$ cat config.mk
export PLATFORM = sky130hd
export DESIGN_NAME = shader_instruction_lowering
export DESIGN_NICKNAME = d
export VERILOG_FILES = /design/src/rtl/core/sil_pkg.sv /design/src/rtl/core/shader_instruction_lowering.sv
export SDC_FILE = /design/constraint.sdc
export NUM_CORES = 1
export LEC_CHECK = 0
export ABC_AREA = 1
export BUFFER_PORTS_ARGS = -buffer_cell sky130_fd_sc_hd__buf_2
export CAP_MARGIN = 20
export CORE_MARGIN = 3
export CORE_UTILIZATION = 45
export DETAILED_ROUTE_END_ITERATION = 8
export PLACE_DENSITY = 0.79
export SLEW_MARGIN = 15
export SYNTH_ARGS = -nofsm -noshare
export SYNTH_HDL_FRONTEND = slang
export SYNTH_SLANG_ARGS = --single-unit
$ cat constraint.sdc
create_clock -name clk -period 11.9 [get_ports clk]
set_input_delay 1.785 -clock clk [delete_from_list [all_inputs] [get_ports clk]]
set_output_delay 1.785 -clock clk [all_outputs]
set_load 0.005 [all_outputs]
$ cat src/rtl/core/sil_pkg.sv
// ----------------------------------------------------------------------------
// sil_pkg
// Shared codes and types of the shader instruction lowering block: input
// instruction kinds, encoding formats, lowered operation kinds, failure
// reasons, operand classes and the layout of one lowered operation.
// ----------------------------------------------------------------------------
package sil_pkg;

  // Decoded instruction kinds on the input side.
  localparam logic [4:0] ACT_NOP          = 5'd0;
  localparam logic [4:0] ACT_ENDPGM       = 5'd1;
  localparam logic [4:0] ACT_BRANCH       = 5'd2;
  localparam logic [4:0] ACT_CBR_SCC0     = 5'd3;
  localparam logic [4:0] ACT_CBR_EXECNZ   = 5'd8;
  localparam logic [4:0] ACT_BARRIER      = 5'd9;
  localparam logic [4:0] ACT_WAITCNT      = 5'd10;
  localparam logic [4:0] ACT_SMOV32       = 5'd11;
  localparam logic [4:0] ACT_SMOV64       = 5'd12;
  localparam logic [4:0] ACT_VMOV32       = 5'd13;
  localparam logic [4:0] ACT_VADD         = 5'd14;
  localparam logic [4:0] ACT_EXPORT       = 5'd15;
  localparam logic [4:0] ACT_UNK_SOPP     = 5'd16;
  localparam logic [4:0] ACT_UNK_SOP1     = 5'd17;
  localparam logic [4:0] ACT_UNK_VOP1     = 5'd18;
  localparam logic [4:0] ACT_UNK_VOP2     = 5'd19;
  localparam logic [4:0] ACT_UNSUP_ENC    = 5'd20;

  // Encoding formats.
  localparam logic [2:0] FMT_SOPP  = 3'd0;
  localparam logic [2:0] FMT_SOP1  = 3'd1;
  localparam logic [2:0] FMT_VOP1  = 3'd2;
  localparam logic [2:0] FMT_VOP2  = 3'd3;
  localparam logic [2:0] FMT_EXP   = 3'd4;
  localparam logic [2:0] FMT_UNSUP = 3'd5;

  // Bit of the present-payload mask that flags a trailing literal.
  localparam int unsigned LIT_PRESENT_BIT = 5;

  // Scalar selector ranges.
  localparam logic [7:0] SGPR_LAST        = 8'd105;
  localparam logic [7:0] SGPR_PAIR_LAST   = 8'd104;
  localparam logic [7:0] VCC_LO_SEL       = 8'd106;
  localparam logic [7:0] VCC_HI_SEL       = 8'd107;
  localparam logic [7:0] M0_SEL           = 8'd124;
  localparam logic [7:0] NULL_SEL         = 8'd125;
  localparam logic [7:0] EXEC_LO_SEL      = 8'd126;
  localparam logic [7:0] EXEC_HI_SEL      = 8'd127;
  localparam logic [7:0] INLINE_POS_FIRST = 8'd128;
  localparam logic [7:0] INLINE_POS_LAST  = 8'd192;
  localparam logic [7:0] INLINE_NEG_FIRST = 8'd193;
  localparam logic [7:0] INLINE_NEG_LAST  = 8'd208;
  localparam logic [7:0] LITERAL_SEL      = 8'd255;

  // Export target code ranges.
  localparam logic [5:0] TGT_MRT_LAST    = 6'h07;
  localparam logic [5:0] TGT_MRTZ        = 6'h08;
  localparam logic [5:0] TGT_NULL        = 6'h09;
  localparam logic [5:0] TGT_POS_FIRST   = 6'h0c;
  localparam logic [5:0] TGT_POS_LAST    = 6'h0f;
  localparam logic [5:0] TGT_PRIM        = 6'h14;
  localparam logic [5:0] TGT_PARAM_FIRST = 6'h20;
  localparam logic [5:0] TGT_PARAM_LAST  = 6'h3f;

  // Lowered operation kinds.
  typedef enum logic [3:0] {
    OP_NOP     = 4'd0,
    OP_END     = 4'd1,
    OP_BRANCH  = 4'd2,
    OP_CBRANCH = 4'd3,
    OP_BARRIER = 4'd4,
    OP_WAIT    = 4'd5,
    OP_SMOV32  = 4'd6,
    OP_SMOV64  = 4'd7,
    OP_VMOV32  = 4'd8,
    OP_VADD    = 4'd9,
    OP_EXPORT  = 4'd10,
    OP_UNSUP   = 4'd11
  } op_kind_t;

  // Reasons carried with an unsupported operation.
  typedef enum logic [3:0] {
    FAIL_INVALID   = 4'd0,
    FAIL_SCALAR    = 4'd1,
    FAIL_VECTOR    = 4'd2,
    FAIL_EXP_TGT   = 4'd3,
    FAIL_UNK_SOPP  = 4'd4,
    FAIL_UNK_SOP1  = 4'd5,
    FAIL_UNK_VOP1  = 4'd6,
    FAIL_UNK_VOP2  = 4'd7,
    FAIL_ENCODING  = 4'd8
  } fail_reason_t;

  // Scalar source classes.
  localparam logic [3:0] SCLS_SGPR    = 4'd0;
  localparam logic [3:0] SCLS_VCC_LO  = 4'd1;
  localparam logic [3:0] SCLS_VCC_HI  = 4'd2;
  localparam logic [3:0] SCLS_M0      = 4'd3;
  localparam logic [3:0] SCLS_NULL    = 4'd4;
  localparam logic [3:0] SCLS_EXEC_LO = 4'd5;
  localparam logic [3:0] SCLS_EXEC_HI = 4'd6;
  localparam logic [3:0] SCLS_INLINE  = 4'd7;
  localparam logic [3:0] SCLS_LITERAL = 4'd8;

  // Export target classes.
  localparam logic [3:0] ECLS_MRT   = 4'd0;
  localparam logic [3:0] ECLS_MRTZ  = 4'd1;
  localparam logic [3:0] ECLS_NULL  = 4'd2;
  localparam logic [3:0] ECLS_POS   = 4'd3;
  localparam logic [3:0] ECLS_PRIM  = 4'd4;
  localparam logic [3:0] ECLS_PARAM = 4'd5;

  // Widths of the stream payloads.
  localparam int unsigned IN_DATA_W  = 128;
  localparam int unsigned IN_USER_W  = 8;
  localparam int unsigned OUT_DATA_W = 136;
  localparam int unsigned OUT_USER_W = 4;

  // One lowered operation.
  typedef struct packed {
    op_kind_t     op_kind;
    fail_reason_t fail_reason;
    logic [3:0]   sub_kind;
    logic [18:0]  branch_offset;
    logic [14:0]  wait_counts;
    logic [4:0]   nop_repeats;
    logic [7:0]   dest_index;
    logic [31:0]  source_value;
    logic [7:0]   source1_index;
    logic [6:0]   export_flags;
    logic [31:0]  export_regs;
  } lowered_op_t;

endpackage

$ cat src/rtl/core/shader_instruction_lowering.sv
// ----------------------------------------------------------------------------
// shader_instruction_lowering
// Lowers one decoded shader instruction into one operation: checks format and
// payload mask against the kind, then decodes the operands or gives a reason.
// ----------------------------------------------------------------------------
//
//  Channel   Direction  Payload
//  s_axis    in         tuser: action, encoding_format; tdata: instruction fields
//  m_axis    out        tuser: op_kind; tdata: lowered operation fields
//
//  Each transaction passes an input register and then a result register;
//  m_axis presents the result register. One transaction is accepted every
//  cycle unless a stall holds both registers full; the only logic between
//  the two registers is the lowering decode.
//  A stall on m_axis holds the result register, and the input register once it
//  is full; s_axis tready drops only when both registers are full and the
//  result is not taken.
//  rst is synchronous and clears both valid flags; payloads are not reset.
//
module shader_instruction_lowering (
  input  logic                              clk,
  input  logic                              rst,
  input  logic                              s_axis_tvalid,
  output logic                              s_axis_tready,
  // tdata, from bit 0: payload_present[5:0], instr_words[7:6],
  // immediate16[23:8], dest_select[31:24], src0_select[40:32],
  // src1_select[48:41], literal_word[80:49], export_target_code[86:81],
  // export_control[93:87], export_sources[125:94], zero fill[127:126]
  input  logic [sil_pkg::IN_DATA_W-1:0]     s_axis_tdata,
  // tuser, from bit 0: action[4:0], encoding_format[7:5]
  input  logic [sil_pkg::IN_USER_W-1:0]     s_axis_tuser,
  output logic                              m_axis_tvalid,
  input  logic                              m_axis_tready,
  // tdata, from bit 0: fail_reason[3:0], sub_kind[7:4], branch_offset[26:8],
  // wait_counts[41:27], nop_repeats[46:42], dest_index[54:47],
  // source_value[86:55], source1_index[94:87], export_flags[101:95],
  // export_regs[133:102], zero fill[135:134]
  output logic [sil_pkg::OUT_DATA_W-1:0]    m_axis_tdata,
  // tuser, from bit 0: op_kind[3:0]
  output logic [sil_pkg::OUT_USER_W-1:0]    m_axis_tuser
);

  // Input register and result register.
  logic                          in_valid;
  logic [sil_pkg::IN_DATA_W-1:0] in_data;
  logic [sil_pkg::IN_USER_W-1:0] in_user;
  logic                          out_valid;
  sil_pkg::lowered_op_t          out_op;
  sil_pkg::lowered_op_t          out_op_next;
  logic                          advance;

  // Fields of the registered instruction.
  logic [4:0]  action;
  logic [2:0]  fmt;
  logic [5:0]  mask;
  logic [1:0]  words;
  logic [15:0] imm;
  logic [7:0]  dst;
  logic [8:0]  src0;
  logic [7:0]  src1;
  logic [31:0] lit;
  logic [5:0]  tgt;
  logic [6:0]  ctl;
  logic [31:0] srcs;

  assign action = in_user[4:0];
  assign fmt    = in_user[7:5];
  assign mask   = in_data[5:0];
  assign words  = in_data[7:6];
  assign imm    = in_data[23:8];
  assign dst    = in_data[31:24];
  assign src0   = in_data[40:32];
  assign src1   = in_data[48:41];
  assign lit    = in_data[80:49];
  assign tgt    = in_data[86:81];
  assign ctl    = in_data[93:87];
  assign srcs   = in_data[125:94];

  // Format and payload mask checks: the format's own bit alone among bits 4:0, none for the unsupported encoding.
  logic sopp_ok;
  logic sop1_ok;
  logic vop1_ok;
  logic vop2_ok;
  logic exp_ok;
  logic unsup_enc_ok;

  assign sopp_ok = (fmt == sil_pkg::FMT_SOPP) && (mask[4:0] == 5'b00001);
  assign sop1_ok = (fmt == sil_pkg::FMT_SOP1) && (mask[4:0] == 5'b00010);
  assign vop1_ok = (fmt == sil_pkg::FMT_VOP1) && (mask[4:0] == 5'b00100);
  assign vop2_ok = (fmt == sil_pkg::FMT_VOP2) && (mask[4:0] == 5'b01000);
  assign exp_ok  = (fmt == sil_pkg::FMT_EXP) && (mask[4:0] == 5'b10000) &&
                   (words == 2'd2);
  assign unsup_enc_ok = (fmt == sil_pkg::FMT_UNSUP) && (mask[4:0] == 5'b00000);

  // Scalar source classification of src0.
  logic        scls_ok;
  logic [3:0]  scls;
  logic [31:0] sval;

  always_comb begin
    scls_ok = 1'b1;
    scls    = sil_pkg::SCLS_SGPR;
    sval    = 32'd0;
    if (src0[8]) begin
      scls_ok = 1'b0;
    end else if (src0[7:0] <= sil_pkg::SGPR_LAST) begin
      sval = {24'd0, src0[7:0]};
    end else if (src0[7:0] == sil_pkg::VCC_LO_SEL) begin
      scls = sil_pkg::SCLS_VCC_LO;
    end else if (src0[7:0] == sil_pkg::VCC_HI_SEL) begin
      scls = sil_pkg::SCLS_VCC_HI;
    end else if (src0[7:0] == sil_pkg::M0_SEL) begin
      scls = sil_pkg::SCLS_M0;
    end else if (src0[7:0] == sil_pkg::NULL_SEL) begin
      scls = sil_pkg::SCLS_NULL;
    end else if (src0[7:0] == sil_pkg::EXEC_LO_SEL) begin
      scls = sil_pkg::SCLS_EXEC_LO;
    end else if (src0[7:0] == sil_pkg::EXEC_HI_SEL) begin
      scls = sil_pkg::SCLS_EXEC_HI;
    end else if ((src0[7:0] >= sil_pkg::INLINE_POS_FIRST) &&
                 (src0[7:0] <= sil_pkg::INLINE_POS_LAST)) begin
      scls = sil_pkg::SCLS_INLINE;
      sval = {24'd0, src0[7:0] - sil_pkg::INLINE_POS_FIRST};
    end else if ((src0[7:0] >= sil_pkg::INLINE_NEG_FIRST) &&
                 (src0[7:0] <= sil_pkg::INLINE_NEG_LAST)) begin
      // Negative inline integers count down from -1.
      scls = sil_pkg::SCLS_INLINE;
      sval = {24'd0, sil_pkg::INLINE_POS_LAST} - {24'd0, src0[7:0]};
    end else if ((src0[7:0] == sil_pkg::LITERAL_SEL) &&
                 mask[sil_pkg::LIT_PRESENT_BIT]) begin
      scls = sil_pkg::SCLS_LITERAL;
      sval = lit;
    end else begin
      scls_ok = 1'b0;
    end
  end

  // Export target classification.
  logic       ecls_ok;
  logic [3:0] ecls;
  logic [7:0] eidx;

  always_comb begin
    ecls_ok = 1'b1;
    ecls    = sil_pkg::ECLS_MRT;
    eidx    = 8'd0;
    if (tgt <= sil_pkg::TGT_MRT_LAST) begin
      eidx = {5'd0, tgt[2:0]};
    end else if (tgt == sil_pkg::TGT_MRTZ) begin
      ecls = sil_pkg::ECLS_MRTZ;
    end else if (tgt == sil_pkg::TGT_NULL) begin
      ecls = sil_pkg::ECLS_NULL;
    end else if ((tgt >= sil_pkg::TGT_POS_FIRST) && (tgt <= sil_pkg::TGT_POS_LAST)) begin
      ecls = sil_pkg::ECLS_POS;
      eidx = {2'd0, tgt - sil_pkg::TGT_POS_FIRST};
    end else if (tgt == sil_pkg::TGT_PRIM) begin
      ecls = sil_pkg::ECLS_PRIM;
    end else if ((tgt >= sil_pkg::TGT_PARAM_FIRST) &&
                 (tgt <= sil_pkg::TGT_PARAM_LAST)) begin
      ecls = sil_pkg::ECLS_PARAM;
      eidx = {2'd0, tgt - sil_pkg::TGT_PARAM_FIRST};
    end else begin
      ecls_ok = 1'b0;
    end
  end

  // Register pair checks for the 64-bit scalar move.
  logic dst_pair_ok;
  logic src_pair_ok;

  assign dst_pair_ok = (dst <= sil_pkg::SGPR_PAIR_LAST) && !dst[0];
  assign src_pair_ok = !src0[8] && (src0[7:0] <= sil_pkg::SGPR_PAIR_LAST) && !src0[0];

  // Lowering decode: unsupported and invalid unless a kind's format check passes.
  always_comb begin
    out_op_next         = '0;
    out_op_next.op_kind = sil_pkg::OP_UNSUP;
    case (action)
      sil_pkg::ACT_NOP: begin
        if (sopp_ok) begin
          out_op_next.op_kind     = sil_pkg::OP_NOP;
          out_op_next.nop_repeats = {1'b0, imm[3:0]} + 5'd1;
        end
      end
      sil_pkg::ACT_ENDPGM: begin
        if (sopp_ok) begin
          out_op_next.op_kind = sil_pkg::OP_END;
        end
      end
      sil_pkg::ACT_BARRIER: begin
        if (sopp_ok) begin
          out_op_next.op_kind = sil_pkg::OP_BARRIER;
        end
      end
      sil_pkg::ACT_WAITCNT: begin
        if (sopp_ok) begin
          out_op_next.op_kind     = sil_pkg::OP_WAIT;
          out_op_next.wait_counts = {imm[15:14], imm[3:0], imm[13:8], imm[6:4]};
        end
      end
      sil_pkg::ACT_SMOV32: begin
        if (sop1_ok) begin
          if ((dst <= sil_pkg::SGPR_LAST) && scls_ok) begin
            out_op_next.op_kind      = sil_pkg::OP_SMOV32;
            out_op_next.sub_kind     = scls;
            out_op_next.dest_index   = dst;
            out_op_next.source_value = sval;
          end else begin
            out_op_next.fail_reason = sil_pkg::FAIL_SCALAR;
          end
        end
      end
      sil_pkg::ACT_SMOV64: begin
        if (sop1_ok) begin
          if (dst_pair_ok && src_pair_ok) begin
            out_op_next.op_kind      = sil_pkg::OP_SMOV64;
            out_op_next.dest_index   = dst;
            out_op_next.source_value = {24'd0, src0[7:0]};
          end else begin
            out_op_next.fail_reason = sil_pkg::FAIL_SCALAR;
          end
        end
      end
      sil_pkg::ACT_VMOV32, sil_pkg::ACT_VADD: begin
        if ((action == sil_pkg::ACT_VMOV32) ? vop1_ok : vop2_ok) begin
          if (src0[8]) begin
            out_op_next.op_kind      = (action == sil_pkg::ACT_VMOV32) ?
                                       sil_pkg::OP_VMOV32 : sil_pkg::OP_VADD;
            out_op_next.dest_index   = dst;
            out_op_next.source_value = {24'd0, src0[7:0]};
            if (action == sil_pkg::ACT_VADD) begin
              out_op_next.source1_index = src1;
            end
          end else begin
            out_op_next.fail_reason = sil_pkg::FAIL_VECTOR;
          end
        end
      end
      sil_pkg::ACT_EXPORT: begin
        if (exp_ok) begin
          if (ecls_ok) begin
            out_op_next.op_kind      = sil_pkg::OP_EXPORT;
            out_op_next.sub_kind     = ecls;
            out_op_next.dest_index   = eidx;
            out_op_next.export_flags = ctl;
            out_op_next.export_regs  = srcs;
          end else begin
            out_op_next.fail_reason = sil_pkg::FAIL_EXP_TGT;
          end
        end
      end
      sil_pkg::ACT_UNK_SOPP: begin
        if (sopp_ok) out_op_next.fail_reason = sil_pkg::FAIL_UNK_SOPP;
      end
      sil_pkg::ACT_UNK_SOP1: begin
        if (sop1_ok) out_op_next.fail_reason = sil_pkg::FAIL_UNK_SOP1;
      end
      sil_pkg::ACT_UNK_VOP1: begin
        if (vop1_ok) out_op_next.fail_reason = sil_pkg::FAIL_UNK_VOP1;
      end
      sil_pkg::ACT_UNK_VOP2: begin
        if (vop2_ok) out_op_next.fail_reason = sil_pkg::FAIL_UNK_VOP2;
      end
      sil_pkg::ACT_UNSUP_ENC: begin
        if (unsup_enc_ok) out_op_next.fail_reason = sil_pkg::FAIL_ENCODING;
      end
      default: begin
        // Codes 2 to 8 are branches, plain or conditional; others are invalid.
        if ((action >= sil_pkg::ACT_BRANCH) && (action <= sil_pkg::ACT_CBR_EXECNZ) &&
            sopp_ok) begin
          out_op_next.op_kind       = (action == sil_pkg::ACT_BRANCH) ?
                                      sil_pkg::OP_BRANCH : sil_pkg::OP_CBRANCH;
          out_op_next.sub_kind      = (action == sil_pkg::ACT_BRANCH) ? 4'd0 :
                                      4'(action - sil_pkg::ACT_CBR_SCC0);
          out_op_next.branch_offset = {imm[15], imm, 2'b00} + 19'd4;
        end
      end
    endcase
  end

  // Handshake: the result register moves unless held; an empty input register loads.
  assign advance       = !out_valid || m_axis_tready;
  assign s_axis_tready = !in_valid || advance;

  always_ff @(posedge clk) begin
    if (rst) begin
      in_valid  <= 1'b0;
      out_valid <= 1'b0;
    end else begin
      if (s_axis_tready) in_valid <= s_axis_tvalid;
      if (advance) out_valid <= in_valid;
    end
  end

  // Payload registers.
  always_ff @(posedge clk) begin
    if (s_axis_tready && s_axis_tvalid) begin
      in_data <= s_axis_tdata;
      in_user <= s_axis_tuser;
    end
    if (advance && in_valid) begin
      out_op <= out_op_next;
    end
  end

  // Output packing.
  assign m_axis_tvalid = out_valid;
  assign m_axis_tuser  = out_op.op_kind;
  assign m_axis_tdata  = {2'b00,
                          out_op.export_regs,
                          out_op.export_flags,
                          out_op.source1_index,
                          out_op.source_value,
                          out_op.dest_index,
                          out_op.nop_repeats,
                          out_op.wait_counts,
                          out_op.branch_offset,
                          out_op.sub_kind,
                          out_op.fail_reason};

`ifndef SYNTHESIS
  // An accepted transaction always fills the input register.
  assert property (@(posedge clk) disable iff (rst)
    (s_axis_tvalid && s_axis_tready) |=> in_valid)
    else $error("accepted transaction did not reach the input register");

  // A held result keeps the input register from being overwritten.
  assert property (@(posedge clk) disable iff (rst)
    (in_valid && out_valid && !m_axis_tready) |-> !s_axis_tready)
    else $error("input taken while both registers are full and stalled");

  // Only unsupported operations carry a failure reason.
  assert property (@(posedge clk) disable iff (rst)
    (m_axis_tvalid && (out_op.op_kind != sil_pkg::OP_UNSUP)) |->
      (out_op.fail_reason == sil_pkg::FAIL_INVALID))
    else $error("failure reason on a supported operation");

  // A nop always repeats at least once.
  assert property (@(posedge clk) disable iff (rst)
    (m_axis_tvalid && (out_op.op_kind == sil_pkg::OP_NOP)) |->
      (out_op.nop_repeats != 5'd0))
    else $error("nop with zero repeat count");

  // Export fields appear only on an export.
  assert property (@(posedge clk) disable iff (rst)
    (m_axis_tvalid && (out_op.op_kind != sil_pkg::OP_EXPORT)) |->
      ((out_op.export_flags == 7'd0) && (out_op.export_regs == 32'd0)))
    else $error("export fields set on a non-export operation");
`endif

endmodule
After elaboration in Yosys (flattened, before gate mapping)
Index checks and enable logic that the tools add are counted.
{ "totals": {"inputBits": 140, "regBits": 274} }
{ "classes": {"n_reduce_logical": 39, "n_addsub": 7, "mux": 94, "eq_ne": 35, "n_bitwise": 1, "magnitude_cmp": 15} }
{ "op_table": {"columns": ["operator", "n"], "rows": [
  ["$mux W32", 11],
  ["$mux W40", 4],
  ["$mux W48", 2],
  ["$pmux W32 S3", 1],
  ["$mux W4", 22],
  ["$pmux W4 S9", 2],
  ["$eq A8 B7 Y1 const B", 6],
  ["$eq A5 B4 Y1 const B", 8],
  ["$mux W8", 5],
  ["$mux W6", 6],
  ["$le A8 B7 Y1 const B", 4],
  ["$pmux W8 S4", 1],
  ["$eq A5 B5 Y1 const B", 6],
  ["$mux W3", 10],
  ["$mux W12", 2],
  ["$mux W1", 23],
  ["$mux W23", 1],
  ["$logic_and A1 B1 Y1", 21],
  ["$add A18 B4 Y19 const B", 1],
  ["$ge A8 B8 Y1 const B", 2],
  ["$le A8 B8 Y1 const B", 2],
  ["$reduce_or A15 Y1", 1],
  ["$eq A6 B4 Y1 const B", 2],
  ["$pmux W4 S3", 1],
  ["34 further kinds", 47]
]} }

Logic depth before layout (Yosys ltp)
Gate-level depths: netlist of run 1.
{ "depth": {"depth_word": 17, "ltp_mapped": 14, "depth_no_buf": 13} }

Least setup slack after synthesis of run 1
OpenSTA, ideal clock, no wires.
{ "synth_timing": {"path_kind": "input to register", "startpoint": "input m_axis_tready", "endpoint": "register out_op, in the netlist m_axis_tdata[0] (enable)", "setup_time_ns": 0.676, "n_path_buf": 0, "slack_ns": 2.859, "arrival_time_ns": 8.365, "required_ns": 11.224, "path_stages": 2, "cell_sequence": "inv_1 > a21oi_1"} }
{ "synth_via": {"elab_chain_cells": 2} }
{ "synth_lines": {"columns": ["item", "line_no", "source"], "rows": [
  ["start, declared", "shader_instruction_lowering.sv:33", "input logic m_axis_tready,"],
  ["$logic_or A1 B1 Y1", "shader_instruction_lowering.sv:282", "assign advance = !out_valid || m_axis_tready;"],
  ["$logic_and A1 B1 Y1", "shader_instruction_lowering.sv:301", "if (advance && in_valid) begin"],
  ["end signal, assigned", "shader_instruction_lowering.sv:302", "out_op <= out_op_next;"],
  ["end, declared", "shader_instruction_lowering.sv:48", "sil_pkg::lowered_op_t out_op;"]
]} }
No other way between the ends.
A chain may end at the register's enable or synchronous reset.

Final worst setup path of run 1
{ "layout_timing": {"startpoint": "input m_axis_tready", "endpoint": "output s_axis_tready"} }
{ "layout_via": {"elab_chain_cells": 2} }
{ "layout_lines": {"columns": ["item", "line_no", "source"], "rows": [
  ["$logic_or A1 B1 Y1", "shader_instruction_lowering.sv:282", null],
  ["$logic_or A1 B1 Y1", "shader_instruction_lowering.sv:283", "assign s_axis_tready = !in_valid || advance;"],
  ["end, declared", "shader_instruction_lowering.sv:24", "output logic s_axis_tready,"]
]} }
No other way between the ends.

==> results_dict.tcl, run 1 <==
set metrics [dict create \
    ys_warn_count 0 \
    cts_resized 0 \
    fmax_ghz 0.246 \
    cp-end-kind "output pin" \
    synth_top_area_cell "edfxtp_1" \
    drtPass1Iterations 5 \
    synth.distinct_cells 44 \
    dieHeight_um 166 \
    tightest_slew_ns 1.06 \
    critPathLaunchType "input pin" \
    start_util_pct 45.9 \
    grt_pass1_wl_um 39800 \
    fp.coreArea_um2 25200 \
    postCtsHoldBufs 0 \
    critPathMaxFanout 3 \
    syn-instance-count 978 \
    slowest_stage "buf_2" \
    period_needed_ns 4.06 \
    yosysMostFrequentCell "edfxtp_1" \
    portBuffers 275 \
    vias 7833 \
    synth_top_cells_by_count "edfxtp_1 (270), nand2_1 (164), inv_1 (161)" \
    path_clk_slew_ns 0.06 \
    fin_nets 1423 \
    first_global_vias 7642 \
    place_hpwl_um 18200 \
    slew_viol_final 0 \
    cts-htree-levels 1 \
    ios 282 \
    gp_congestion 0.910 \
    synth_area_per_cell_um2 11.8 \
    leakage_uw 0.00636 \
    critPathKind "input pin to output pin" \
    arrival_ns 2.28 \
    die_w_um 166 \
    final-seq-area_um2 8150 \
    drv_cap 0 \
    first_iter_violations 744 \
    worstReg2RegStart "in_data[32]$_DFFE_PP_" \
    vdd_ir_drop_max_v 0.000120 \
    synth_seq_area_share_pct 70.5 \
    cts_buffers 28 \
    powerDensity_nw_per_um2 151 \
    setup_violations 0 \
    status "complete, no violations" \
    clk_path_buf_depth 3 \
    viasPerCell 4.83 \
    syn2layout_area_growth_pct 23.3 \
    fin_area_um2 14300 \
    cts_root_buf "clkbuf_16" \
    grt_max_degree 85 \
    netlist_area_um2 11600 \
    clk-insertion-delay-late_ns 0.54 \
    avgRoutedWirePerCell_um 15.7 \
    track_usage_pct 17.8 \
    crit_chain "buf_2, inv_1, nand3_1, buf_2" \
    fillers 2040 \
    ys_async_sr_fraction_pct 0 \
    setup_tns_ns 0 \
    yosysTopAreaCellShare_pct 70.1 \
    antenna_found_initial 4 \
    multiInputGateArea_um2 2680 \
    place_area_um2 13300 \
    row_count 58 \
    route.detailed.drc 0 \
    fp.dieArea_um2 27700 \
    wirelength_um 25500 \
    drtAntennaViolNets 0 \
    required_ns 10.12 \
    hold_path.class "register to register" \
    synth_seq_cells 272 \
    clock_sinks 272 \
    critPathLaunch "m_axis_tready" \
    synth_edf_count 270 \
    synthFlopType "edfxtp_1" \
    cts_tree "done" \
    post-route-period-util_pct 34.1 \
    postCtsSetupBuffers 0 \
    grt_overflow 0 \
    finalClockSkew_ns 0.0149 \
    critPathMaxStageDelay_ns 0.15 \
    ys_top_cells_by_area "edfxtp_1 (70%), nand2_1 (5.3%), inv_1 (5.2%)" \
    worstHoldStart "m_axis_tvalid$_SDFFE_PP0P_" \
    hold_viol_final 0 \
    cpMostUsedCell "buf_2" \
    slew_headroom_pct 29.6 \
    drive_above_1_share_pct 28.8 \
    rsz0062_at_grt "no" \
]
## placed cells by master (no fill, tap or decap), types with 9 or more instances in the layout
master     Yosys  layout
nor2_4        25      25
nand4_1        9       9
nand2_1      164     164
nand3_1       38      38
clkbuf_16      0      28
edfxtp_1     270     270
o21ai_0       15      15
a21oi_1       29      28
nor2_1       153     153
inv_1        161     160
ha_1          14      14
nor3_1        16      16
buf_2          6     275
## critical path, delay by kind of cell
family,cells,cell delay [ns]
buffers and inverters,3,0.36
and+or+nand+nor,1,0.13
## cell type report
| class | count | area share, % |
|---|---|---|
| Sequential cell | 272 | 57.2 |
| Clock buffer | 31 | 5.00 |
| Antenna cell | 4 | 0.0702 |
| Tap cell | 330 | 2.90 |
| Clock inverter | 19 | 1.81 |
| Multi-Input combinational cell | 522 | 18.8 |
| Timing Repair Buffer | 280 | 9.92 |
| Inverter | 165 | 4.36 |
## per-layer routing
metal / part of all wire [%] / track usage (%) / up-vias
met1: 40 / 22.6 / 3641
met4: 3.1 / 6.24 / 0
li1: - / - / 3824
met3: 6.9 / 2.93 / 55
met5: 0 / 0 / -
met2: 50 / 31.2 / 313
## cells by family after synthesis
group / synth area share [%]
AND/OR/NAND/NOR: 17.4
AO/OA/AOI/OAI: 3.34
buffers and inverters: 6.58
other: 0.0324
flip-flops: 70.5
adder cells (fa/ha/maj): 1.52
XOR/XNOR: 0.606
## power by group
part           internal, uW  switching [uW]
Sequential             1100            18.1
Clock                   560             358
Combinational          41.8            73.6
Total                  1700             450
## per-stage QoR
step / hold slack [ns] / setup slack (ns) / instances / util (%) / total power [uW]
2_1_floorplan: 0.445 / 2.86 / 981 / - / 1200
3_3_place_gp: 0.505 / 7.86 / 1569 / 52.7 / 1250
3_5_place_dp: 0.522 / 7.82 / 1569 / 52.7 / 1250
4_1_cts: 0.531 / 7.84 / 1619 / 56.6 / 2170
5_1_grt: 0.548 / 7.80 / 1622 / 56.6 / 2230
6_report: 0.528 / 7.84 / 1623 / 56.6 / 2150
## final timing paths
kind / cells past startpoint / end / slack (ns)
setup reg to reg: 13 / m_axis_tdata[78]$_DFFE_PP_ / 9.02
hold reg to reg: 2 / m_axis_tvalid$_SDFFE_PP0P_ / 0.53
setup / recovery: 4 / s_axis_tready / 7.84
hold / removal: 2 / m_axis_tvalid$_SDFFE_PP0P_ / 0.53
## registers in the layout, summed over array words and instances (netlist names)
register,cells
m_axis_tuser,4
in_user,8
in_data,126
in_valid,1
m_axis_tdata,132
m_axis_tvalid,1
(Power assumes the default switching activity.)
==> run 2: changes to the inputs <==
- clock period: 11.9 -> 4.1 ns (I/O delays scaled with it)
==> run 2 against run 1 <==
  * Sequential power rose to 2.9 times the previous value
  * Critical endpoint is now m_axis_tdata[82]$_DFFE_PP_
  * Worst hold slack lost 0.29 ns
  * Cell count is essentially flat
  * Register-to-register slack worse by 7.7 ns
  * First-iteration DRC count is 7.5% lower
  * Core utilization down 0.21 points
  * Largest power group unchanged
  * Clock skew up 0.013 ns
  * Via count down 0.20%
  * Combinational power grew to 3.0 times the previous value
  * Setup slack worse by 6.5 ns
  * Critical path depth up 8
==> results_dict.tcl, run 2 (synthesized netlist as in run 1, its figures left out) <==
set metrics [dict create \
    final_cell_mix "buf_2 (275), edfxtp_1 (270), nand2_1 (164), inv_1 (160), nor2_1 (153)" \
    worstReg2RegStart "in_data[32]$_DFFE_PP_" \
    setup_tns_ns 0 \
    final-seq-area_um2 8150 \
    fp.dieArea_um2 27700 \
    post-route-period-util_pct 67.7 \
    slowest_stage "nand3_4" \
    status "complete, no violations" \
    period_needed_ns 2.78 \
    fin_nets 1424 \
    net-switching-power_uw 1270 \
    syn2layout_area_growth_pct 22.8 \
    p_int_uw 4690 \
    cts_buffers 28 \
    critPathLaunchType "register" \
    critPathLaunch "in_data[32]$_DFFE_PP_" \
    route.detailed.drc 0 \
    clock_sinks 272 \
    fillers 2110 \
    powerDensity_nw_per_um2 420 \
    p_comb_share_pct 5.7 \
    p_sw_share_pct 21.3 \
    fin_util_pct 56.4 \
    drive_above_1_share_pct 28.6 \
    grt_overflow 0 \
    critical-path-top-delay-family "simple AND/OR/NAND/NOR gates" \
    drtPass1Iterations 5 \
    fp.coreArea_um2 25200 \
    arrival_ns 3.12 \
    setup_violations 0 \
    slew_viol_final 0 \
    critPathKind "register to register" \
    vias 7817 \
    drtAntennaViolNets 0 \
    hold_path.class "input pin to register" \
    track_usage_pct 17.8 \
    vdd_ir_drop_max_v 0.000317 \
    wirelength_um 25300 \
    r2r-end "m_axis_tdata[82]$_DFFE_PP_" \
    required_ns 4.45 \
    postCtsHoldBufs 0 \
    multiInputGateArea_um2 2680 \
    critPathMaxFanout 24 \
    place_hpwl_um 18500 \
    min_to "m_axis_tvalid$_SDFFE_PP0P_" \
    hold_depth 2 \
    grt_max_degree 82 \
    worstHoldStart "rst" \
    cts_resized 0 \
    path_clk_slew_ns 0.06 \
    grt_pass1_wl_um 39800 \
    first_global_vias 7582 \
    final_common_cell "buf_2" \
    gp_congestion 0.896 \
    portBuffers 275 \
    avgRoutedWirePerCell_um 15.6 \
    tightest_slew_ns 1.02 \
    p_seq_share_pct 54.3 \
    r2r_cells 12 \
    fmax_ghz 0.360 \
    finalClockSkew_ns 0.0282 \
    leakage_uw 0.00632 \
    postCtsSetupBuffers 0 \
    die_w_um 166 \
    drv_cap 0 \
    cts-htree-levels 1 \
    antenna_found_initial 5 \
    dieHeight_um 166 \
    worst-r2r-setup-slack_ns 1.32 \
    viasPerCell 4.81 \
    cp-end-kind "register" \
    slew_headroom_pct 31.5 \
    rsz0062_at_grt "no" \
    crit_chain "inv_1, ha_1, nand3_1, nor2_2, nor2_1, nand2_2, nor2_4, nand2_4, nand3_4, nor2_4, nand3_4, nor2_1" \
    clockPowerShare_pct 39.9 \
    hold_viol_final 0 \
    cts_root_buf "clkbuf_16" \
    largest_reg_flops 132 \
    cp.buffers_inverters 1 \
    clk-insertion-delay-late_ns 0.54 \
    cts_tree "done" \
    start_util_pct 45.9 \
    row_count 58 \
    ios 282 \
    first_iter_violations 688 \
    clk_path_buf_depth 3 \
    critPathMaxStageDelay_ns 0.50 \
]
==> run 2: cell count changes in the layout (fill, tap and decap cells not counted), moves of 2 or more <==
cell        delta
bufinv_16      -4
buf_12         +3
clkbuf_1       +3
buf_4          -2
clkinvlp_4     +2
==> run 2: how the worst max path moves through the flow <==
stage | end | cells after the start
floorplan | in_data[0]$_DFFE_PP_ | 4
global placement | m_axis_tdata[71]$_DFFE_PP_ | 12
detailed placement | m_axis_tdata[82]$_DFFE_PP_ | 12
CTS | m_axis_tdata[82]$_DFFE_PP_ | 12
global route | m_axis_tdata[82]$_DFFE_PP_ | 12
finish | m_axis_tdata[82]$_DFFE_PP_ | 12
==> run 2: layer usage <==
| layer | part of all wire [%] | track usage, % |
|---|---|---|
| met5 | 0 | 0 |
| met4 | 4.8 | 8.25 |
| met3 | 6.2 | 2.69 |
| met2 | 49 | 30.6 |
| met1 | 40 | 22.4 |
==> run 2: cell type report <==
type	instances	share of cell area (%)
clock buffer	34	5.09
tap	330	2.91
inverter	165	4.40
multi-input combinational	522	18.8
clock inverter	15	1.01
timing repair buffer	281	10.3
antenna	5	0.0881
sequential	272	57.4
==> run 2: power by group through the flow <==
stage,Sequential (uW),Combinational [uW],Clock [uW]
after floorplan,3290,184,0
after global placement,3290,333,0
after detailed placement,3300,342,0
after CTS,3240,344,2440
after global routing,3250,383,2550
final,3240,342,2380
==> run 2: through the flow <==
stage | std cells | hold slack [ns] | instance area, um2 | total power, uW | worst slack, ns
finish | 1624 | 0.241 | 14200 | 5960 | 1.32
global route | 1624 | 0.221 | 14200 | 6190 | 1.06
CTS | 1619 | 0.215 | 14200 | 6020 | 1.29
detailed placement | 1570 | 0.518 | 13300 | 3640 | 1.31
global placement | 1570 | 0.506 | 13300 | 3620 | 1.38
floorplan | 981 | 0.498 | 11600 | 3480 | 0.129
